==> src/sv/rau_pkg.sv <==
`timescale 1ns / 1ps
`default_nettype none
// ----------------------------------------------------------------------------
// Rational arithmetic unit package
// Shared widths, operation and status codes.
// ----------------------------------------------------------------------------
package rau_pkg;
  localparam int unsigned ValueWidth = 32;
  localparam int unsigned KindWidth  = 2;
  localparam int unsigned StatWidth  = 2;

  localparam logic [1:0] KIND_ADD = 2'd0;
  localparam logic [1:0] KIND_SUB = 2'd1;
  localparam logic [1:0] KIND_MUL = 2'd2;
  localparam logic [1:0] KIND_DIV = 2'd3;

  localparam logic [1:0] STAT_OK   = 2'd0;
  localparam logic [1:0] STAT_ZDEN = 2'd1;
  localparam logic [1:0] STAT_OVF  = 2'd2;
endpackage
`default_nettype wire

==> src/sv/rational_arithmetic_unit.sv <==
`timescale 1ns / 1ps
`default_nettype none
// ----------------------------------------------------------------------------
// Rational arithmetic unit
// Adds, subtracts, multiplies or divides two signed fractions and reduces the
// result with a Euclidean GCD built on one shared restoring divider.
// ----------------------------------------------------------------------------
// Result timing grows with k, the number of Euclid steps (up to about 92 at
//   W=32); add and subtract pass through ST_MUL3 and ST_SUM before the GCD,
//   while multiply and divide go from ST_MUL2 straight to it.
// Zero denominator exits in ST_IDLE, zero product in ST_MUL2, zero sum in ST_SUM.
// Throughput: one transaction at a time; ready returns in the cycle after the
//   result transaction, so the Euclid loop sets the rate.
// Reset: rst_ni clears the sequencer and the output valid; no memories.
module rational_arithmetic_unit #(
  parameter int unsigned VALUE_WIDTH = rau_pkg::ValueWidth
) (
  input  wire logic                       clk_i,
  input  wire logic                       rst_ni,
  input  wire logic                       s_axis_tvalid,
  output logic                            s_axis_tready,
  // tdata: kind, a_num, a_den, b_num, b_den (lowest first), zero padded
  input  wire logic [((2+4*VALUE_WIDTH+7)/8)*8-1:0] s_axis_tdata,
  output logic                            m_axis_tvalid,
  input  wire logic                       m_axis_tready,
  // tdata: res_num, res_den, status (lowest first), zero padded
  output logic [((2*VALUE_WIDTH+1+7)/8)*8-1:0] m_axis_tdata
);
  import rau_pkg::*;

  localparam int unsigned W   = VALUE_WIDTH;
  localparam int unsigned DW  = 2 * W + 1;
  localparam int unsigned CW  = $clog2(DW + 1);
  localparam int unsigned OBW = ((2 * W + 1 + 7) / 8) * 8;

  localparam logic [3:0] ST_IDLE = 4'd0;
  localparam logic [3:0] ST_MUL1 = 4'd1;
  localparam logic [3:0] ST_MUL2 = 4'd2;
  localparam logic [3:0] ST_MUL3 = 4'd3;
  localparam logic [3:0] ST_SUM  = 4'd4;
  localparam logic [3:0] ST_GCD  = 4'd5;
  localparam logic [3:0] ST_DIVN = 4'd6;
  localparam logic [3:0] ST_DIVD = 4'd7;
  localparam logic [3:0] ST_CHK  = 4'd8;
  localparam logic [3:0] ST_OUT  = 4'd9;

  logic [3:0]    state_q, state_d;
  logic [1:0]    kind_q;
  logic [W-1:0]  an_q, ad_q, bn_q, bd_q;
  logic          sa_q, sb_q, rneg_q;
  logic [DW-1:0] t1_q, t2_q, n_q, d_q;
  logic [DW-1:0] x_q, y_q, g_q;
  // shared divider: dividend shifted into remainder, quotient into dvd
  logic [DW-1:0] dvd_q, rem_q, dvs_q;
  logic [CW-1:0] cnt_q;
  logic          busy_q;
  logic          ovalid_q;
  logic [W-1:0]  onum_q;
  logic [W-2:0]  oden_q;
  logic [1:0]    ostat_q;

  // split fields
  logic [1:0]   in_kind;
  logic [W-1:0] in_an, in_ad, in_bn, in_bd;
  assign in_kind = s_axis_tdata[1:0];
  assign in_an   = s_axis_tdata[2 +: W];
  assign in_ad   = s_axis_tdata[2 + W +: W];
  assign in_bn   = s_axis_tdata[2 + 2 * W +: W];
  assign in_bd   = s_axis_tdata[2 + 3 * W +: W];

  function automatic logic [W-1:0] mag(input logic [W-1:0] v);
    mag = v[W-1] ? (~v + 1'b1) : v;
  endfunction

  // shared multiplier operands
  logic [W-1:0]  mop_a, mop_b;
  logic [2*W-1:0] mprod;
  always_comb begin
    mop_a = an_q;
    mop_b = bd_q;
    case (state_q)
      ST_MUL1: begin
        mop_a = an_q;
        mop_b = (kind_q == KIND_MUL) ? bn_q : bd_q;
      end
      ST_MUL2: begin
        mop_a = ad_q;
        mop_b = (kind_q == KIND_DIV) ? bn_q : bd_q;
      end
      ST_MUL3: begin
        mop_a = bn_q;
        mop_b = ad_q;
      end
      default: begin
        mop_a = an_q;
        mop_b = bd_q;
      end
    endcase
  end
  assign mprod = mop_a * mop_b;

  // shared restoring divider step
  logic [DW:0]   rem_sh;
  logic [DW:0]   rem_sub;
  logic          q_bit;
  assign rem_sh  = {rem_q, dvd_q[DW-1]};
  assign rem_sub = rem_sh - {1'b0, dvs_q};
  assign q_bit   = ~rem_sub[DW];

  logic [DW-1:0] rem_nx, quo_nx;
  assign rem_nx = q_bit ? rem_sub[DW-1:0] : rem_sh[DW-1:0];
  assign quo_nx = {dvd_q[DW-2:0], q_bit};

  logic [DW-1:0] top_pos, top_neg;
  assign top_pos = DW'((64'd1 << (W - 1)) - 64'd1);
  assign top_neg = DW'(64'd1 << (W - 1));

  // signed sum of the cross products as a magnitude
  logic [DW-1:0] sum_mag;
  always_comb begin
    if (sa_q == sb_q) begin
      sum_mag = t1_q + t2_q;
    end else if (t1_q >= t2_q) begin
      sum_mag = t1_q - t2_q;
    end else begin
      sum_mag = t2_q - t1_q;
    end
  end

  logic in_take, in_zden, is_prod, prod_zero, sum_zero, res_done;
  assign s_axis_tready = (state_q == ST_IDLE) && !ovalid_q;
  assign in_take   = s_axis_tvalid && s_axis_tready;
  assign in_zden   = (in_ad == '0) || (in_bd == '0) || (in_kind == KIND_DIV && in_bn == '0);
  assign is_prod   = (kind_q == KIND_MUL) || (kind_q == KIND_DIV);
  assign prod_zero = (state_q == ST_MUL2) && is_prod && (n_q == '0);
  assign sum_zero  = (state_q == ST_SUM) && (sum_mag == '0);
  assign res_done  = (state_q == ST_IDLE && in_take && in_zden) || prod_zero || sum_zero ||
                     (state_q == ST_OUT);

  // next state
  always_comb begin
    state_d = state_q;
    case (state_q)
      ST_IDLE: if (in_take && !in_zden) state_d = ST_MUL1;
      ST_MUL1: state_d = ST_MUL2;
      ST_MUL2: begin
        if (is_prod) begin
          state_d = prod_zero ? ST_IDLE : ST_GCD;
        end else begin
          state_d = ST_MUL3;
        end
      end
      ST_MUL3: state_d = ST_SUM;
      ST_SUM:  state_d = sum_zero ? ST_IDLE : ST_GCD;
      ST_GCD:  if (!busy_q && y_q == '0) state_d = ST_DIVN;
      ST_DIVN: if (cnt_q == '0) state_d = ST_DIVD;
      ST_DIVD: if (cnt_q == '0) state_d = ST_CHK;
      ST_CHK:  state_d = ST_OUT;
      ST_OUT:  state_d = ST_IDLE;
      default: state_d = ST_IDLE;
    endcase
  end

  // sequencer and datapath
  always_ff @(posedge clk_i or negedge rst_ni) begin
    if (!rst_ni) begin
      state_q  <= ST_IDLE;
      ovalid_q <= 1'b0;
      busy_q   <= 1'b0;
      cnt_q    <= '0;
    end else begin
      state_q <= state_d;
      if (res_done) begin
        ovalid_q <= 1'b1;
      end else if (m_axis_tvalid && m_axis_tready) begin
        ovalid_q <= 1'b0;
      end
      case (state_q)
        ST_IDLE: begin
          if (in_take) begin
            kind_q <= in_kind;
            an_q   <= mag(in_an);
            ad_q   <= mag(in_ad);
            bn_q   <= mag(in_bn);
            bd_q   <= mag(in_bd);
            sa_q   <= in_an[W-1] ^ in_ad[W-1];
            sb_q   <= (in_bn[W-1] ^ in_bd[W-1]) ^ (in_kind == KIND_SUB);
            if (in_zden) begin
              onum_q  <= '0;
              oden_q  <= '0;
              ostat_q <= STAT_ZDEN;
            end
          end
        end
        ST_MUL1: begin
          t1_q   <= DW'(mprod);
          n_q    <= DW'(mprod);
          rneg_q <= sa_q ^ sb_q;
        end
        ST_MUL2: begin
          d_q    <= DW'(mprod);
          x_q    <= n_q;
          y_q    <= DW'(mprod);
          busy_q <= 1'b0;
          if (prod_zero) begin
            onum_q  <= '0;
            oden_q  <= (W-1)'(1);
            ostat_q <= STAT_OK;
          end
        end
        ST_MUL3: t2_q <= DW'(mprod);
        ST_SUM: begin
          n_q    <= sum_mag;
          x_q    <= sum_mag;
          y_q    <= d_q;
          busy_q <= 1'b0;
          if (sa_q == sb_q || t1_q >= t2_q) begin
            rneg_q <= sa_q;
          end else begin
            rneg_q <= sb_q;
          end
          if (sum_zero) begin
            onum_q  <= '0;
            oden_q  <= (W-1)'(1);
            ostat_q <= STAT_OK;
          end
        end
        ST_GCD: begin
          // one remainder x % y per pass over the shared divider
          if (!busy_q) begin
            if (y_q == '0) begin
              g_q   <= x_q;
              dvd_q <= n_q;
              dvs_q <= x_q;
              rem_q <= '0;
              cnt_q <= CW'(DW);
            end else begin
              dvd_q  <= x_q;
              dvs_q  <= y_q;
              rem_q  <= '0;
              cnt_q  <= CW'(DW);
              busy_q <= 1'b1;
            end
          end else if (cnt_q != '0) begin
            rem_q <= rem_nx;
            dvd_q <= quo_nx;
            cnt_q <= cnt_q - 1'b1;
          end else begin
            x_q    <= y_q;
            y_q    <= rem_q;
            busy_q <= 1'b0;
          end
        end
        ST_DIVN: begin
          if (cnt_q != '0) begin
            rem_q <= rem_nx;
            dvd_q <= quo_nx;
            cnt_q <= cnt_q - 1'b1;
          end else begin
            n_q   <= dvd_q;
            dvd_q <= d_q;
            dvs_q <= g_q;
            rem_q <= '0;
            cnt_q <= CW'(DW);
          end
        end
        ST_DIVD: begin
          if (cnt_q != '0) begin
            rem_q <= rem_nx;
            dvd_q <= quo_nx;
            cnt_q <= cnt_q - 1'b1;
          end else begin
            d_q <= dvd_q;
          end
        end
        ST_CHK: begin
          if (d_q > top_pos || (rneg_q ? n_q > top_neg : n_q > top_pos)) begin
            ostat_q <= STAT_OVF;
            onum_q  <= '0;
            oden_q  <= '0;
          end else begin
            ostat_q <= STAT_OK;
            onum_q  <= rneg_q ? W'(~n_q + 1'b1) : W'(n_q);
            oden_q  <= (W-1)'(d_q);
          end
        end
        default: ;
      endcase
    end
  end

  assign m_axis_tvalid = ovalid_q;
  assign m_axis_tdata  = OBW'({ostat_q, oden_q, onum_q});
endmodule
`default_nettype wire

==> config.mk <==
export PLATFORM = sky130hd
export DESIGN_NAME = rational_arithmetic_unit
export DESIGN_NICKNAME = d
export VERILOG_FILES = /design/src/sv/rau_pkg.sv /design/src/sv/rational_arithmetic_unit.sv
export SDC_FILE = /design/constraint.sdc
export NUM_CORES = 2
export LEC_CHECK = 0
export ABC_AREA = 1
export BUFFER_PORTS_ARGS = -buffer_cell sky130_fd_sc_hd__buf_2
export CORE_MARGIN = 2
export CORE_UTILIZATION = 45
export DETAILED_ROUTE_END_ITERATION = 8
export PLACE_DENSITY = 0.63
export SYNTH_ARGS = -nofsm -noshare
export SYNTH_HDL_FRONTEND = slang
export SYNTH_SLANG_ARGS = --single-unit
==> constraint.sdc <==
create_clock -name clk_i -period 9.3 [get_ports clk_i]
set_input_delay 0 -clock clk_i [delete_from_list [all_inputs] [get_ports clk_i]]
set_output_delay 0 -clock clk_i [all_outputs]
set_load 0.1 [all_outputs]
## Word-level counts from Yosys, hierarchy flattened

Cells that the tools add are included.

- Output and inout port bits: 74
- Input port bits: 140
- Register bits after elaboration: 859

- Magnitude comparators: 4
- Eq/ne operators: 27
- Add/subtract/negate cells: 10
- Mux-type cells: 73
- Multipliers: 1
- Bitwise logic cells: 11
- Reductions and logical operators: 53

Operators by type and width:

| kind | number |
|---|---|
| 65-bit 2-to-1 mux | 18 |
| 65-bit one-hot mux with 3 select lines | 5 |
| 31-bit 2-to-1 mux | 9 |
| 65-bit one-hot mux with 2 select lines | 2 |
| 32-bit 2-to-1 mux | 8 |
| 65-bit logical NOT | 3 |
| 32-bit by 1-bit adder with 32-bit output, second input constant | 5 |
| 32-bit NOT | 5 |
| 65-bit by 31-bit greater-than comparator with 1-bit output, second input constant | 2 |
| 64-bit by 64-bit subtractor with 65-bit output | 2 |
| 32-bit one-hot mux with 4 select lines | 1 |
| 31-bit one-hot mux with 4 select lines | 1 |
| 32-bit logical NOT | 3 |
| 32-bit one-hot mux with 3 select lines | 1 |
| 66-bit by 65-bit subtractor with 66-bit output | 1 |
| 64-bit by 64-bit adder with 65-bit output | 1 |
| 65-bit by 32-bit greater-than comparator with 1-bit output, second input constant | 1 |
| 64-bit >= comparator | 1 |
| 32-bit by 32-bit multiplier with 64-bit output | 1 |
| 32-bit one-hot mux with 2 select lines | 1 |
| 4-bit one-hot mux with 9 select lines | 1 |
| 2-bit inequality test, second input constant | 12 |
| 7-bit 2-to-1 mux | 3 |
| 7-bit one-hot mux with 3 select lines | 1 |
| 31 further kinds | 91 |

## Longest topological paths before layout

- Word-level depth: 9
- Gate-level depth with buffers: 46

## Least setup slack after synthesis

Ideal clock, no wire load.

- Kind: reg2reg
- From: reg state_q[3]
- To: reg y_q[51] (data pin)
- Path slack: 0.662 ns
- Path buffers: 3
- Arrival: 8.369 ns
- Stages on the path, launching flop included: 37
- Clock period less this slack: 8.638 ns
- Library setup time: 0.268 ns
- Cells stage by stage: dfrtp_1 nor2_1 inv_1 nor2_1 inv_1 nor2_1 buf_2 buf_1 a221oi_2 inv_1 clkbuf_1 nor2_1 fa_1 inv_1 fa_1 inv_1 fa_1 fa_1 fa_1 fa_1 fa_1 inv_1 fa_1 inv_1 ha_1 a21oi_1 inv_1 a31oi_1 o221ai_1 a21oi_1 inv_1 a21oi_1 inv_1 a21o_1 xor2_1 nand2_1 o211ai_1

- Longest elaborated chain between the ends: 4
- Elaborated cells on any way between the ends: 9
- Classes of those cells: mul: 1; eq/ne: 5; mux: 3

RTL lines:

| item | RTL line | text |
|---|---|---|
| from (decl) | rational_arithmetic_unit.sv:47 | `logic [3:0] state_q, state_d;` |
| from (signal assigned) | rational_arithmetic_unit.sv:172 | `state_q <= state_d;` |
| 4-bit by 2-bit == test with 1-bit output or 4-bit by 1-bit == test with 1-bit output (tied branches) | rational_arithmetic_unit.sv:81 | `case (state_q)` |
| 32-bit one-hot mux with 3 select lines or 32-bit one-hot mux with 2 select lines (tied branches) | rational_arithmetic_unit.sv:81 |  |
| 32-bit by 32-bit multiplier with 64-bit output * | rational_arithmetic_unit.sv:100 | `assign mprod = mop_a * mop_b;` |
| net mprod[51] | rational_arithmetic_unit.sv:77 | `logic [2*W-1:0] mprod;` |
| 65-bit one-hot mux with 3 select lines * | rational_arithmetic_unit.sv:178 | `case (state_q)` |
| to (signal assigned) | rational_arithmetic_unit.sv:203 | `y_q <= DW'(mprod);` |
| to (signal assigned) | rational_arithmetic_unit.sv:215 | `y_q <= d_q;` |
| to (signal assigned) | rational_arithmetic_unit.sv:250 | `y_q <= rem_q;` |
| to (decl) | rational_arithmetic_unit.sv:52 | `logic [DW-1:0] x_q, y_q, g_q;` |

Mark *: on every way through the listed nets, which the timed path passes. The rest lies on a longest branch.
A chain may end at the register's enable or synchronous reset.

## Worst setup path after layout

- From: reg state_q[1]
- To: reg y_q[60] (data pin)

Same word-level chain as after synthesis.

==> impl_metrics.toml <==
[placement]
finalWeightedCongestion = 1.05
dp.cells = 16004
place_area_mm2 = 0.107
hpwl_um = 369000
port_buffers = 200
dp_slack_ns = -0.525

[die]
die_x_um = 468
initial_core_util_pct = 45.2
rows = 170
io_pins = 214
die_h_um = 468
die_area_mm2 = 0.219
core_mm2 = 0.214

[worst_setup_path]
crit_slowest_cell = "fa_2"
path_class = "flop to flop"
crit_path_frequent_cell = "buf_4"
reg2regPathDepth = 38
worst_setup_path_end_kind = "flop"
timing.rr.end = "y_q[60]$_DFFE_PP_"
slowest_delay_ns = 0.62
crit_path_max_fanout = 13
reg2reg_from = "state_q[1]$_DFFE_PN0P_"
critPathLaunchType = "flop"
cp.arrival_ns = 9.48
ff2ff_setup_slack_ns = 0.26
cp-startpoint = "state_q[1]$_DFFE_PN0P_"
crit_required_ns = 9.75

[sta]
max_slew_margin_pct = 12.7
maxSlewViolCount = 0
worst_slew_pin_slew_ns = 1.31
hold_viol_final = 0
setup_slack_ns = 0.264
whs_ns = 0.0398
finalSetupViolCount = 0
fin_tns_setup_ns = 0
skew_ns = 0.134
fmax_ghz = 0.111
fin_crit_ns = 9.04
finalCritPeriodShare_pct = 97.2

[yosys]
ys.warnings.count = 0
syn_avg_cell_area_um2 = 7.66
synth_edf_count = 846
netlist_area_mm2 = 0.0969
synth-seq-area-share_pct = 26.6
synth_cells = 12647
synth_top_flop_cell = "edfxtp_1"
ys_types = 61
async_flop_share_pct = 1.51
ys_ff_latch = 859

[detailed_routing]
drt-total-wl_um = 454000
drt-wirelength-per-cell_um = 27.6
drcViolationCount = 0
via_per_inst = 5.70
highest-signal-layer = "met5"
wl_met2_um = 205000
detail-route-antenna-nets = 0
dr.pass1.iters = 7
wl_met1_um = 171000
wl_met3_um = 37300
vias = 93891
drt_iter0_drc = 11451

[power_and_ir_drop]
p_sw_mw = 3.94
p_sw_share_pct = 33.4
p_int_mw = 7.87
power_density_mw_per_mm2 = 104
p_leak_nw = 54.4
combPwrFrac_pct = 25.5
ir_drop_uv = 143
clock_power_share_pct = 34.8
power_mw = 11.8
seqPwrFrac_pct = 39.7

[finish]
finalNonFillerCells = 16478
fillerInstances = 20349
final_cell_area_mm2 = 0.114
final_util_pct = 53.2
area.growth.synth_to_final_pct = 17.7
drive_gt1_share_pct = 11.3
nets = 15114

[job]
drv_cap = 0

[clocking]
cts-htree-levels = 3
clk_latency_ns = 0.79
cts_buffer_depth = 3
cts-buffers-inserted = 96
cts_tree = "yes"
cts_root_buf = "clkbuf_16"
clkTransAtPathRegs_ns = 0.07
cts_sinks = 859

[hold_path]
holdPathStages = 3
worstHoldEndpoint = "bd_q[24]$_DFFE_PP_"
min_path_type = "input pin to flop"
min-delay-start = "s_axis_tdata[129]"

[grt]
grt_pass1_wl_um = 643000
antenna_found_initial = 21
grt.overflow.total = 0
track_usage_pct = 40.7
grt_pass1_vias = 92433
grt_max_degree = 160

[outcome]
status = "complete, no violations"
## registers in the layout, indices dropped and copies added (netlist names), 2 cells and up
register  count
kind_q        2
ad_q         32
oden_q       31
g_q          65
onum_q       32
bn_q         32
dvd_q        65
bd_q         32
y_q          65
t2_q         64
d_q          65
dvs_q        65
state_q       4
an_q         32
n_q          65
ostat_q       2
cnt_q         7
rem_q        65
x_q          65
t1_q         64
## timing repair
| action | 4_1_cts | 5_1_grt |
|---|---|---|
| hold buffers | 242 | 0 |
| pin swaps | 3 | 61 |
| hold endpoints to repair | 172 | 0 |
| endpoints found under the setup margin | 78 | 147 |
| buffers inserted | 3 | 37 |
| resized for setup | 23 | 220 |
| gates cloned | 0 | 2 |
## power by group through the flow
| stage | combinational [mW] | sequential (mW) | clock, mW |
|---|---|---|---|
| final | 3.01 | 4.69 | 4.11 |
| after detailed placement | 2.80 | 4.76 | 0 |
| after global routing | 3.29 | 4.71 | 4.25 |
| after global placement | 2.74 | 4.76 | 0 |
| after CTS | 2.93 | 4.68 | 4.11 |
| after floorplan | 2.02 | 4.70 | 0 |
## worst max-delay path by stage
stage | endpoint | cells past startpoint
2_1_floorplan | y_q[51]$_DFFE_PP_ | 36
3_3_place_gp | n_q[59]$_DFFE_PP_ | 40
3_5_place_dp | n_q[59]$_DFFE_PP_ | 39
4_1_cts | n_q[59]$_DFFE_PP_ | 39
5_1_grt | d_q[56]$_DFFE_PP_ | 42
6_report | y_q[60]$_DFFE_PP_ | 38
## Yosys cell counts (13+ instances only)
library cell	count	share of area [%]
a21boi_0	14	0.11
a21o_1	20	0.16
a21oi_1	485	2.5
a221oi_1	27	0.24
a31oi_1	114	0.74
buf_1	25	0.097
buf_2	32	0.17
buf_4	46	0.36
clkbuf_1	370	1.4
clkinv_1	30	0.12
dfrtp_1	13	0.34
edfxtp_1	846	26
fa_1	900	19
ha_1	528	6.8
inv_1	2462	9.5
inv_2	29	0.11
nand2_1	2978	12
nand2_2	31	0.20
nand3_1	438	2.3
nand4_1	93	0.60
nor2_1	1468	5.7
nor2_2	16	0.10
nor2_4	16	0.19
nor3_1	111	0.57
nor4_1	49	0.32
o2111ai_1	30	0.27
o211ai_1	239	1.9
o21a_1	20	0.16
o21ai_0	549	2.8
o21ai_1	17	0.088
o21bai_1	57	0.44
o221ai_1	141	1.3
o31ai_1	29	0.22
or2_2	13	0.084
xnor2_1	102	0.92
xor2_1	221	2.0
## per-layer routing
metal / vias up / global-route usage (%)
met4: 2 / 30.0
li1: 41840 / -
met2: 5299 / 64.9
met5: - / 0
met1: 45601 / 50.3
met3: 1149 / 6.08
## worst max-delay path: cells and delay by family, from the launching register on
family,cells,cell delay (ns)
AOI/OAI and AO/OA,6,0.69
xor gates and xnor gates,1,0.20
adders and majority gates,9,4.44
buffers and inverters,13,1.66
DFF,1,0.43
and+or+nand+nor,9,1.38
## logic make-up after synthesis
logic type                 share of synthesized area, %
xor gates and xnor gates                           2.92
adders and majority gates                          25.4
AOI/OAI and AO/OA                                  11.3
DFF                                                26.6
buffers and inverters                              11.9
other                                           0.00387
and+or+nand+nor                                    21.8
## cell usage in the layout, fill, tap and decap left out, types with 36 or more instances in the layout
cell type      netlist  final
nor2_4              16     36
nor2_2              16     42
buf_4               46    715
buf_2               32    200
o21bai_1            57     57
nand2_2             31     41
nor4_1              49     46
xor2_1             221    206
nor2_1            1468   1422
a31oi_1            114    111
o21ai_0            549    534
edfxtp_1           846    846
xnor2_1            102     97
nor3_1             111    107
ha_1               528    515
nand3_1            438    436
nand2_1           2978   2965
clkbuf_16            0     99
a21oi_1            485    457
nand4_1             93     93
clkinv_1            30     42
dlygate4sd3_1        0    242
buf_12               0     93
o221ai_1           141    139
o211ai_1           239    239
fa_1               900    875
inv_1             2462   2437
inv_2               29     45
## area by class of cell
class,instances,area [um2],area share (%)
Antenna cell,15,37.5,0.0329
Clock buffer,110,2450,2.15
Clock inverter,67,875,0.767
Inverter,2521,9520,8.35
Multi-Input combinational cell,8790,60800,53.3
Sequential cell,859,25700,22.6
Tap cell,2838,3550,3.11
Timing Repair Buffer,1278,11000,9.68
(Power assumes the default switching activity.)
